==> src/rtl/core/gwat_pkg.sv <==
// Shared constants and types for the Gray-ordered Walsh angle transform.
package gwat_pkg;

    localparam int MaxLogSize = 6;
    localparam int AddrW      = MaxLogSize;
    localparam int Depth      = 1 << MaxLogSize;
    localparam int CountW     = MaxLogSize + 1;
    localparam int AngleW     = 32;
    localparam int AccW       = AngleW + MaxLogSize;
    localparam int LogW       = 3;
    localparam int CtlW       = 3;

    // Commands from the sequencer to the angle store and accumulator.
    typedef struct packed {
        logic                     wr_en;
        logic [AddrW-1:0]         wr_addr;
        logic [AngleW-1:0]        wr_data;
        logic                     rd_en;
        logic [AddrW-1:0]         rd_addr;
        logic                     rd_neg;
        logic                     rd_first;
    } t_store_cmd;

endpackage

==> src/rtl/core/gwat_if.sv <==
// Channel interfaces: input angles, output results and the configuration write.
interface gwat_in_if;
    logic                                 valid;
    logic                                 ready;
    logic signed [gwat_pkg::AngleW-1:0]   angle;

    modport source (output valid, output angle, input ready);
    modport sink   (input valid, input angle, output ready);
endinterface

interface gwat_out_if;
    logic                                 valid;
    logic                                 ready;
    logic signed [gwat_pkg::AngleW-1:0]   theta;
    logic        [gwat_pkg::CtlW-1:0]     control_position;
    logic                                 last;

    modport source (output valid, output theta, output control_position, output last,
                    input ready);
    modport sink   (input valid, input theta, input control_position, input last,
                    output ready);
endinterface

interface gwat_cfg_if;
    logic                                 valid;
    logic                                 ready;
    logic        [gwat_pkg::LogW-1:0]     log_size;

    modport source (output valid, output log_size, input ready);
    modport sink   (input valid, input log_size, output ready);
endinterface

==> src/rtl/core/gray_walsh_angle_transform.sv <==
// Top level of the Gray-ordered Walsh angle transform.
// A set of N = 2^log_size angles (log_size saturates at 6) loads into the angle store at one angle
// per cycle while no register write is offered. Each result then takes N store reads, a drain state
// to finish the accumulation and an emit state to load the output register, which waits while the
// previous result is stalled.
// Synchronous active-low reset clears the sequencer, count, log_size and output valid, not the store memory.
module gray_walsh_angle_transform (
    input  logic        i_clk,
    input  logic        i_rst_n,
    gwat_cfg_if.sink    i_cfg,
    gwat_in_if.sink     i_in,
    gwat_out_if.source  o_out
);

    localparam logic [1:0] S_LOAD  = 2'd0;
    localparam logic [1:0] S_READ  = 2'd1;
    localparam logic [1:0] S_DRAIN = 2'd2;
    localparam logic [1:0] S_EMIT  = 2'd3;

    logic [1:0]                             r_state;
    logic [gwat_pkg::LogW-1:0]              r_k;
    logic [gwat_pkg::CountW-1:0]            r_count;
    logic [gwat_pkg::CountW-1:0]            w_count_inc;
    logic [gwat_pkg::AddrW-1:0]             r_i;
    logic [gwat_pkg::AddrW-1:0]             r_j;
    logic                                   r_out_vld;
    logic [gwat_pkg::AngleW-1:0]            r_theta;
    logic [gwat_pkg::CtlW-1:0]              r_ctl;
    logic                                   r_last;

    logic [gwat_pkg::CountW-1:0]            w_n;
    logic [gwat_pkg::AddrW-1:0]             w_mask;
    logic                                   w_last_j;
    logic                                   w_last_i;
    logic [gwat_pkg::AddrW-1:0]             w_gray_i;
    logic [gwat_pkg::AddrW-1:0]             w_next_i;
    logic [gwat_pkg::AddrW-1:0]             w_diff;
    logic [gwat_pkg::CtlW-1:0]              w_pos;
    logic [gwat_pkg::CtlW-1:0]              w_ctl;
    logic                                   w_in_xfer;
    logic                                   w_cfg_xfer;
    logic                                   w_out_free;
    logic signed [gwat_pkg::AccW-1:0]       w_acc;
    logic signed [gwat_pkg::AccW-1:0]       w_shifted;
    gwat_pkg::t_store_cmd                   w_cmd;

    function automatic logic [gwat_pkg::AddrW-1:0] gray(input logic [gwat_pkg::AddrW-1:0] v);
        gray = v ^ (v >> 1);
    endfunction

    // A register transfer takes precedence over an angle offered in the same cycle.
    assign i_cfg.ready = (r_state == S_LOAD);
    assign i_in.ready  = (r_state == S_LOAD) && !i_cfg.valid;
    assign w_cfg_xfer  = i_cfg.valid && i_cfg.ready;
    assign w_in_xfer   = i_in.valid && i_in.ready;
    assign w_out_free  = !r_out_vld || o_out.ready;

    assign w_n         = gwat_pkg::CountW'(1) << r_k;
    assign w_mask      = w_n[gwat_pkg::AddrW-1:0] - gwat_pkg::AddrW'(1);
    assign w_last_j    = (r_j == w_mask);
    assign w_last_i    = (r_i == w_mask);
    assign w_count_inc = r_count + gwat_pkg::CountW'(1);
    assign w_gray_i    = gray(r_i);
    assign w_next_i    = (r_i + gwat_pkg::AddrW'(1)) & w_mask;
    assign w_diff      = w_gray_i ^ gray(w_next_i);

    // The neighbouring Gray codes differ in exactly one bit; find it.
    always_comb begin
        w_pos = '0;
        for (int b = gwat_pkg::AddrW - 1; b >= 0; b--) begin
            if (w_diff[b]) begin
                w_pos = gwat_pkg::CtlW'(b);
            end
        end
        w_ctl = (r_k == '0) ? '0 : r_k - gwat_pkg::CtlW'(1) - w_pos;
    end

    always_comb begin
        w_cmd          = '0;
        w_cmd.wr_en    = w_in_xfer;
        w_cmd.wr_addr  = r_count[gwat_pkg::AddrW-1:0];
        w_cmd.wr_data  = i_in.angle;
        w_cmd.rd_en    = (r_state == S_READ);
        w_cmd.rd_addr  = r_j;
        w_cmd.rd_neg   = ^(r_j & w_gray_i);
        w_cmd.rd_first = (r_j == '0);
    end

    gwat_store u_store (
        .i_clk   (i_clk),
        .i_rst_n (i_rst_n),
        .i_cmd   (w_cmd),
        .o_acc   (w_acc)
    );

    assign w_shifted = w_acc >>> r_k;

    always_ff @(posedge i_clk) begin
        if (!i_rst_n) begin
            r_state   <= S_LOAD;
            r_k       <= '0;
            r_count   <= '0;
            r_i       <= '0;
            r_j       <= '0;
        end else begin
            case (r_state)
                S_LOAD: begin
                    if (w_in_xfer) begin
                        if (w_count_inc == w_n) begin
                            r_count <= '0;
                            r_i     <= '0;
                            r_j     <= '0;
                            r_state <= S_READ;
                        end else begin
                            r_count <= w_count_inc;
                        end
                    end
                end
                S_READ: begin
                    r_j <= r_j + gwat_pkg::AddrW'(1);
                    if (w_last_j) begin
                        r_state <= S_DRAIN;
                    end
                end
                S_DRAIN: begin
                    r_state <= S_EMIT;
                end
                S_EMIT: begin
                    if (w_out_free) begin
                        r_j       <= '0;
                        if (w_last_i) begin
                            r_state <= S_LOAD;
                        end else begin
                            r_i     <= r_i + gwat_pkg::AddrW'(1);
                            r_state <= S_READ;
                        end
                    end
                end
                default: begin
                    r_state <= S_LOAD;
                end
            endcase
            // A new set size drops any partly loaded set.
            if (w_cfg_xfer) begin
                r_k     <= (i_cfg.log_size > gwat_pkg::LogW'(gwat_pkg::MaxLogSize))
                           ? gwat_pkg::LogW'(gwat_pkg::MaxLogSize) : i_cfg.log_size;
                r_count <= '0;
            end
        end
    end

    always_ff @(posedge i_clk) begin
        if (!i_rst_n) begin
            r_out_vld <= 1'b0;
        end else if ((r_state == S_EMIT) && w_out_free) begin
            r_out_vld <= 1'b1;
        end else if (o_out.ready) begin
            r_out_vld <= 1'b0;
        end
    end

    always_ff @(posedge i_clk) begin
        if ((r_state == S_EMIT) && w_out_free) begin
            r_theta <= w_shifted[gwat_pkg::AngleW-1:0];
            r_ctl   <= w_ctl;
            r_last  <= w_last_i;
        end
    end

    assign o_out.valid            = r_out_vld;
    assign o_out.theta            = r_theta;
    assign o_out.control_position = r_ctl;
    assign o_out.last             = r_last;

endmodule

==> src/rtl/core/gwat_store.sv <==
// Angle store memory with a signed accumulator behind its registered read port.
module gwat_store (
    input  logic                                i_clk,
    input  logic                                i_rst_n,
    input  gwat_pkg::t_store_cmd                i_cmd,
    output logic signed [gwat_pkg::AccW-1:0]    o_acc
);

    logic [gwat_pkg::AngleW-1:0]        r_mem [gwat_pkg::Depth];
    logic [gwat_pkg::AngleW-1:0]        r_rdata;
    logic                               r_rd_vld;
    logic                               r_rd_neg;
    logic                               r_rd_first;
    logic signed [gwat_pkg::AccW-1:0]   r_acc;
    logic signed [gwat_pkg::AccW-1:0]   n_acc;
    logic signed [gwat_pkg::AccW-1:0]   w_ext;
    logic signed [gwat_pkg::AccW-1:0]   w_term;

    always_ff @(posedge i_clk) begin
        if (i_cmd.wr_en) begin
            r_mem[i_cmd.wr_addr] <= i_cmd.wr_data;
        end
        if (i_cmd.rd_en) begin
            r_rdata <= r_mem[i_cmd.rd_addr];
        end
        r_rd_neg   <= i_cmd.rd_neg;
        r_rd_first <= i_cmd.rd_first;
    end

    always_ff @(posedge i_clk) begin
        if (!i_rst_n) begin
            r_rd_vld <= 1'b0;
        end else begin
            r_rd_vld <= i_cmd.rd_en;
        end
    end

    always_comb begin
        w_ext  = {{(gwat_pkg::AccW - gwat_pkg::AngleW){r_rdata[gwat_pkg::AngleW-1]}}, r_rdata};
        w_term = r_rd_neg ? -w_ext : w_ext;
        n_acc  = r_rd_first ? w_term : r_acc + w_term;
    end

    always_ff @(posedge i_clk) begin
        if (r_rd_vld) begin
            r_acc <= n_acc;
        end
    end

    assign o_acc = r_acc;

endmodule

==> src/flat_wrapper.sv <==
// flat-port wrapper written by rule: the top's interface ports become plain ports
module gray_walsh_angle_transform_flat 
  (i_clk, i_rst_n, i_cfg_valid, i_cfg_log_size, i_cfg_ready, i_in_valid, i_in_angle, i_in_ready, o_out_valid, o_out_theta, o_out_control_position, o_out_last, o_out_ready);
  gwat_cfg_if i_cfg_i ();
  gwat_in_if i_in_i ();
  gwat_out_if o_out_i ();
  input  logic i_clk;
  input  logic i_rst_n;
  input wire logic [$bits(i_cfg_i.valid)-1:0] i_cfg_valid;
  input wire logic [$bits(i_cfg_i.log_size)-1:0] i_cfg_log_size;
  output wire logic [$bits(i_cfg_i.ready)-1:0] i_cfg_ready;
  input wire logic [$bits(i_in_i.valid)-1:0] i_in_valid;
  input wire logic [$bits(i_in_i.angle)-1:0] i_in_angle;
  output wire logic [$bits(i_in_i.ready)-1:0] i_in_ready;
  output wire logic [$bits(o_out_i.valid)-1:0] o_out_valid;
  output wire logic [$bits(o_out_i.theta)-1:0] o_out_theta;
  output wire logic [$bits(o_out_i.control_position)-1:0] o_out_control_position;
  output wire logic [$bits(o_out_i.last)-1:0] o_out_last;
  input wire logic [$bits(o_out_i.ready)-1:0] o_out_ready;
  assign i_cfg_i.valid = i_cfg_valid;
  assign i_cfg_i.log_size = i_cfg_log_size;
  assign i_cfg_ready = i_cfg_i.ready;
  assign i_in_i.valid = i_in_valid;
  assign i_in_i.angle = i_in_angle;
  assign i_in_ready = i_in_i.ready;
  assign o_out_valid = o_out_i.valid;
  assign o_out_theta = o_out_i.theta;
  assign o_out_control_position = o_out_i.control_position;
  assign o_out_last = o_out_i.last;
  assign o_out_i.ready = o_out_ready;
  gray_walsh_angle_transform u_core (.i_clk(i_clk), .i_rst_n(i_rst_n), .i_cfg(i_cfg_i), .i_in(i_in_i), .o_out(o_out_i));
endmodule
==> config.mk <==
export PLATFORM = sky130hd
export DESIGN_NAME = gray_walsh_angle_transform_flat
export DESIGN_NICKNAME = d
export VERILOG_FILES = /design/src/rtl/core/gwat_pkg.sv /design/src/rtl/core/gwat_if.sv /design/src/rtl/core/gray_walsh_angle_transform.sv /design/src/rtl/core/gwat_store.sv /design/src/flat_wrapper.sv
export SDC_FILE = /design/constraint.sdc
export NUM_CORES = 2
export LEC_CHECK = 0
export BUFFER_PORTS_ARGS = -buffer_cell sky130_fd_sc_hd__buf_2
export CAP_MARGIN = 10
export CORE_UTILIZATION = 30
export DETAILED_ROUTE_END_ITERATION = 6
export SLEW_MARGIN = 20
export SYNTH_ARGS = -nofsm -noshare
export SYNTH_HDL_FRONTEND = slang
export SYNTH_SLANG_ARGS = --single-unit
==> constraint.sdc <==
create_clock -name i_clk -period 11.4 [get_ports i_clk]
set_clock_uncertainty 0.15 [all_clocks]
set_input_delay 1.14 -clock i_clk [delete_from_list [all_inputs] [get_ports i_clk]]
set_output_delay 1.14 -clock i_clk [all_outputs]
set_load 0.02 [all_outputs]
### After elaboration in Yosys (flattened, before gate mapping)

Memory sizes are Yosys's and may differ from the RTL's. A register that Yosys moved wholly into a read port is not among the register bits.
Index checks and enable logic that the tools add are counted.
W data, S select, Z words.

* RAM bits: 2048
* output and inout port bits: 39
* word-level logic and storage cells: 88
* memories kept: 1
* input bits: 40
* register bits after elaboration: 102

* $lt $le $gt $ge: 1
* mux-type cells: 27
* shift operators: 2
* add/subtract/negate cells: 8
* reduce and logical (&&, ||, !) cells: 19
* bitwise gates (word level): 6
* equality and inequality tests: 11

Memory list
* u_core.u_store.r_mem: words 64, bits a word 32, read ports 1, clocked after Yosys merged registers in 1, write ports 1, line gwat_store.sv:9 `logic [gwat_pkg::AngleW-1:0] r_mem [gwat_pkg::Depth];`

Operator list (number)
* $mux W38: 2
* $add A38 B38 Y38: 1
* $neg A32 Y38: 1
* $sshr A38 B3 Y32: 1
* $mux W6: 5
* $mux W3: 7
* $pmux W6 S3: 1
* $add A6 B1 Y6 const B: 2
* $and A6 B6 Y6: 2
* $eq A6 B6 Y1: 2
* $pmux W6 S2: 1
* $xor A6 B5 Y6: 2
* $mux W2: 4
* $pmux W2 S4: 1
* $reduce_and A4 Y1: 2
* $add A7 B1 Y7 const B: 1
* $eq A7 B7 Y1: 1
* $mux W7: 1
* $shl A1 B3 Y7 const A: 1
* $logic_not A6 Y1: 1
* $ne A2 B2 Y1 const B: 3
* $reduce_xor A6 Y1: 1
* $sub A6 B1 Y6 const B: 1
* $xor A6 B6 Y6: 1
* 18 further kinds: 29

### Logic depth before layout (Yosys ltp)

* depth after elaboration: 12
* depth in mapped cells: 17

### Hierarchy

From an unflattened synthesis, not the netlist that was laid out.

* cell total of the unflattened synthesis: 4081
* area total of the unflattened synthesis: 87800.5 sq um

By module, submodules not included
* gwat_store: times used 1, seq. area each 63661.1 sq um, area each 83087.2 sq um, cells each 3572
* gray_walsh_angle_transform: times used 1, seq. area each 1581.5 sq um, area each 4713.3 sq um, cells each 509

### Least setup slack after synthesis

Ideal clock, no wire load.

* kind: reg2reg
* start: reg u_core.u_store.r_rdata[2] (netlist name), read port of u_core.u_store.r_mem
* end: reg u_core.u_store.r_acc, in the netlist u_core.u_store.o_acc[34] (data pin)
* slack: 7.036 ns
* clock period less this slack: 4.364 ns
* data required time: 10.991 ns
* data arrival time: 3.955 ns
* cell stages (with the launch flop): 16
* path buffers: 0
* cell sequence: edfxtp_1 or3_1 or4_4 nand2b_1 or2b_1 o31ai_1 xnor2_1 ha_1 a21o_1 a21o_1 a21o_1 a31o_2 a21oi_1 mux2i_1 a221o_1 a211o_1

* word-level cells in the longest chain between the ends: 4

Ends and longest elaborated chain
* start, declared: line gwat_store.sv:10 `logic [gwat_pkg::AngleW-1:0] r_rdata;`
* $neg A32 Y38: line gwat_store.sv:40 `w_term = r_rd_neg ? -w_ext : w_ext;`
* $mux W38 *: line gwat_store.sv:40
* $add A38 B38 Y38: line gwat_store.sv:41 `n_acc = r_rd_first ? w_term : r_acc + w_term;`
* $mux W38 *: line gwat_store.sv:41
* via u_core.u_store.n_acc (one bit): line gwat_store.sv:15 `logic signed [gwat_pkg::AccW-1:0] n_acc;`
* end signal, assigned: line gwat_store.sv:46 `r_acc <= n_acc;`
* end, declared: line gwat_store.sv:14 `logic signed [gwat_pkg::AccW-1:0] r_acc;`

Mark *: on every way through the listed nets, which the timed path passes. The rest lies on a longest branch.
A chain may end at the register's enable or synchronous reset.

### Final worst setup path

* start: reg u_core.u_store.r_rdata[0] (netlist name), read port of u_core.u_store.r_mem
* end: reg u_core.u_store.r_acc, in the netlist u_core.u_store.o_acc[36] (data pin)

The elaborated chain is that of the path after synthesis.

==> metrics.cfg <==
[place]
pre_cts_ws_ns=6.179
dp_cells=7909
portBuffers=78
gp_congestion=0.7973
dpl.hpwl_um=118200
post_dp_cell_area_sq_um=93460

[pwr]
switchingPower_mw=4.127
irDropWorstVdd_mv=0.1779
p_per_area_nw_per_um2=176.8
clkPwrFrac_pct=39.7
cellInternalPower_mw=13.68
p_comb_share_pct=9.4
p_total_mw=17.80
seq_power_share_pct=50.8
p_leak_nw=29.74
p_sw_share_pct=23.18

[sta]
post-route-period-util_pct=46.38
fin_ws_ns=6.113
setup_viol_count_final=0
max_freq_ghz=0.1891
finalHoldViolCount=0
final_max_slew_viol_count=0
fin_tns_setup_ns=0
min_period_ns=5.287
tightest_slew_ns=1.117
whs_ns=0.3733
relSlewSlack_pct=25.55
rsz0062_at_grt=false

[clock_network]
numCtsBuffers=219
postCtsSetupRepairBufs=0
postCtsHoldBufs=0
cts_tree=built
cts_resized=0
insertion_delay_ns=0.89
clock_path_buffers=3
clk_pin_slew_ns=0.06
h-tree-depth=4
ctsRootBufferMaster=clkbuf_16
cts.sinks=2182

[grt]
grt.overflow.total=0
grt_first_pass_wirelength_um=304500
antenna_found_initial=26
grt_usage_pct=14.22
first_global_vias=42542
grt_max_degree=133

[synthesis]
synth_edf_count=2154
synthFlopType=edfxtp_1
ys_warn_count=0
synth-compound-area-share_pct=2.282
ys_types=85
postSynthCellCount=4051
synthSimpleGateAreaFrac_pct=2.530
yosys.area_share.adder_pct=0.8295
synth_seq_cells=2182
syn_area_per_cell_sq_um=21.67
syn_nets=4148
netlist.area_leader.share_pct=73.68
synth_top_family_by_area=multiplexers
syn_area_sq_um=87790
synthMuxAreaShare_pct=18.03
synth_area_leader_cell=edfxtp_1
synth_area_leaders=edfxtp_1, mux4_2, ha_1, dfxtp_1, xnor2_1
ys_seq_area_share_pct=74.32
synth-xor-area-share_pct=0.8679
async_flop_share_pct=0

[final_layout]
fin_area_sq_um=100700
fin_nets=4328
postLayoutCoreUtil_pct=34.59
area_growth_pct=14.68
final_cell_count_no_fill=8317
drive_gt1_share_pct=29.24

[critical_path]
slowest_stage=edfxtp_1
startpoint_type=register
slowest_delay_ns=0.81
cp_cell_sequence=inv_1 -> ha_1 -> nand2b_1 -> xnor2_1 -> ha_1 -> a21o_1 -> a21oi_1 -> o21a_1 -> o22ai_1 -> a2111oi_0 -> o21ai_1 -> nor4_1 -> a311oi_1
path_buf_inv=1
cp-endpoint=u_core.u_store.o_acc[36]$_DFFE_PP_
cp.depth=13
r2r_cells=13
r2r_setup_slack_ns=6.11
r2r-start=u_core.u_store.r_rdata[0]$_DFFE_PP_
worstPathRequired_ns=11.81
cp-startpoint=u_core.u_store.r_rdata[0]$_DFFE_PP_
cp.arrival_ns=5.70
crit_family=compound AO/OA/AOI/OAI gates
r2r_end=u_core.u_store.o_acc[36]$_DFFE_PP_
cp-end-kind=register
setup.worst_path.class=register to register
cp_max_fo=6
crit_top_cell=ha_1

[routing]
drtIter0Drc=3978
routedWlPerCell_um=25.36
drc=0
via_per_inst=5.030
drtPass1Iterations=5
ant_nets=0
num_vias=41835
routed_wl_um=210900

[floorplanning]
die-height_um=543.0
start_util_pct=30.16
die-area_sq_um=294800
core_sq_um=291100
num_rows=198
io_pins=79
fp.dieW_um=543.0

[outcome]
status=finished clean

[hold_path]
hp-class=register to register

[job]
drv_cap=0

==> per-layer routing <==
layer	wire length [um]	part of all wire [%]	GRT usage, %	up-vias
li1	-	-	-	17478
met1	88890	42	19.27	22641
met2	102100	48	23.15	1422
met3	16230	7.7	3.385	286
met4	3612	1.7	3.045	8
met5	57	0.027	0	-
==> cell families after synthesis <==
family                   count (synthesis)
multiplexers                           735
flip-flops                            2182
AND/OR/NAND/NOR                        447
adder cells (fa/ha/maj)                 57
AO/OA/AOI/OAI                          299
XOR/XNOR                                87
buffers and inverters                  244
==> registers in the layout, indices dropped and copies added, names as in the netlist, 2 cells and up <==
name                           count
u_core.u_store.r_mem            2048
u_core.u_store.o_acc              38
u_core.o_out.theta                32
u_core.u_store.r_rdata            32
u_core.r_count                     7
u_core.r_i                         6
u_core.r_j                         6
u_core.o_out.control_position      3
u_core.r_k                         3
u_core.r_state                     2
==> synth_stat cells (all sizes together) (26+ instances only) <==
| master | number |
|---|---|
| nor2 | 138 |
| mux2i | 33 |
| nor2b | 26 |
| nor3 | 26 |
| mux2 | 28 |
| clkbuf | 108 |
| xnor2 | 64 |
| mux4 | 674 |
| a21oi | 65 |
| inv | 28 |
| nand2 | 128 |
| dfxtp | 28 |
| ha | 55 |
| o21ai | 73 |
| buf | 107 |
| edfxtp | 2154 |
==> worst register-to-register path, cell delays in order, from the launching register on <==
cell and delay, ns:
edfxtp_1 0.81, inv_1 0.12, ha_1 0.36, nand2b_1 0.22, xnor2_1 0.66, ha_1 0.41
a21o_1 0.20, a21oi_1 0.35, o21a_1 0.19, o22ai_1 0.16, a2111oi_0 0.66, o21ai_1 0.30
nor4_1 0.31, a311oi_1 0.07
==> area by class of cell <==
| class | instances | area [sq um] |
|---|---|---|
| Inverter | 29 | 108.9 |
| Multi-Input combinational cell | 1625 | 22030 |
| Clock inverter | 141 | 1405 |
| Tap cell | 3900 | 4880 |
| Fill cell | 26740 | 190400 |
| Sequential cell | 2182 | 65270 |
| Antenna cell | 2 | 5.005 |
| Clock buffer | 264 | 5713 |
| Timing Repair Buffer | 174 | 1271 |
==> cells in the final DEF, fill, tap and decap left out, types with 12 or more instances in the layout <==
master / netlist / layout
nor3_1: 25 / 25
o21bai_1: 15 / 15
and2_1: 13 / 13
o21a_1: 14 / 14
inv_1: 27 / 27
nor2_4: 0 / 62
clkinvlp_4: 0 / 14
bufinv_16: 0 / 19
xor2_1: 23 / 23
nand3_1: 21 / 21
ha_1: 55 / 54
nand2_1: 128 / 128
a21oi_1: 65 / 65
clkbuf_1: 108 / 42
nor2_1: 138 / 76
mux4_2: 674 / 674
xnor2_1: 64 / 64
o21ai_0: 62 / 62
buf_4: 6 / 118
a31oi_1: 14 / 14
clkinv_1: 1 / 58
a211oi_1: 14 / 14
mux2i_1: 33 / 33
o211ai_1: 12 / 12
edfxtp_1: 2154 / 2154
or3_1: 13 / 13
nor2b_1: 26 / 23
a21boi_0: 12 / 12
a21o_1: 18 / 18
dfxtp_1: 28 / 18
mux2_2: 28 / 28
buf_2: 51 / 49
clkinv_2: 0 / 34
clkbuf_16: 0 / 222
==> worst min-delay path by stage <==
stage	to	startpoint	depth (start not counted)	slack, ns
2_1_floorplan	u_core.r_i[0]$_SDFFE_PN0P_	u_core.r_i[0]$_SDFFE_PN0P_	2	0.33
3_3_place_gp	u_core.r_i[1]$_SDFFE_PN0P_	u_core.r_i[1]$_SDFFE_PN0P_	2	0.36
3_5_place_dp	u_core.r_i[0]$_SDFFE_PN0P_	u_core.r_i[0]$_SDFFE_PN0P_	2	0.38
4_1_cts	u_core.r_k[2]$_SDFFE_PN0P_	i_cfg_log_size[2]	3	0.35
5_1_grt	u_core.r_k[2]$_SDFFE_PN0P_	i_cfg_log_size[2]	3	0.38
6_report	u_core.r_i[0]$_SDFFE_PN0P_	u_core.r_i[0]$_SDFFE_PN0P_	2	0.37
==> power groups by stage <==
stage,combinational (mW),sequential (mW),clock [mW]
after CTS,1.69,9.05,7.21
after detailed placement,1.68,9.22,0
final,1.68,9.05,7.07
after global routing,1.84,9.05,7.51
after floorplan,1.21,9.15,0
after global placement,1.66,9.22,0
(Power assumes the default switching activity.)
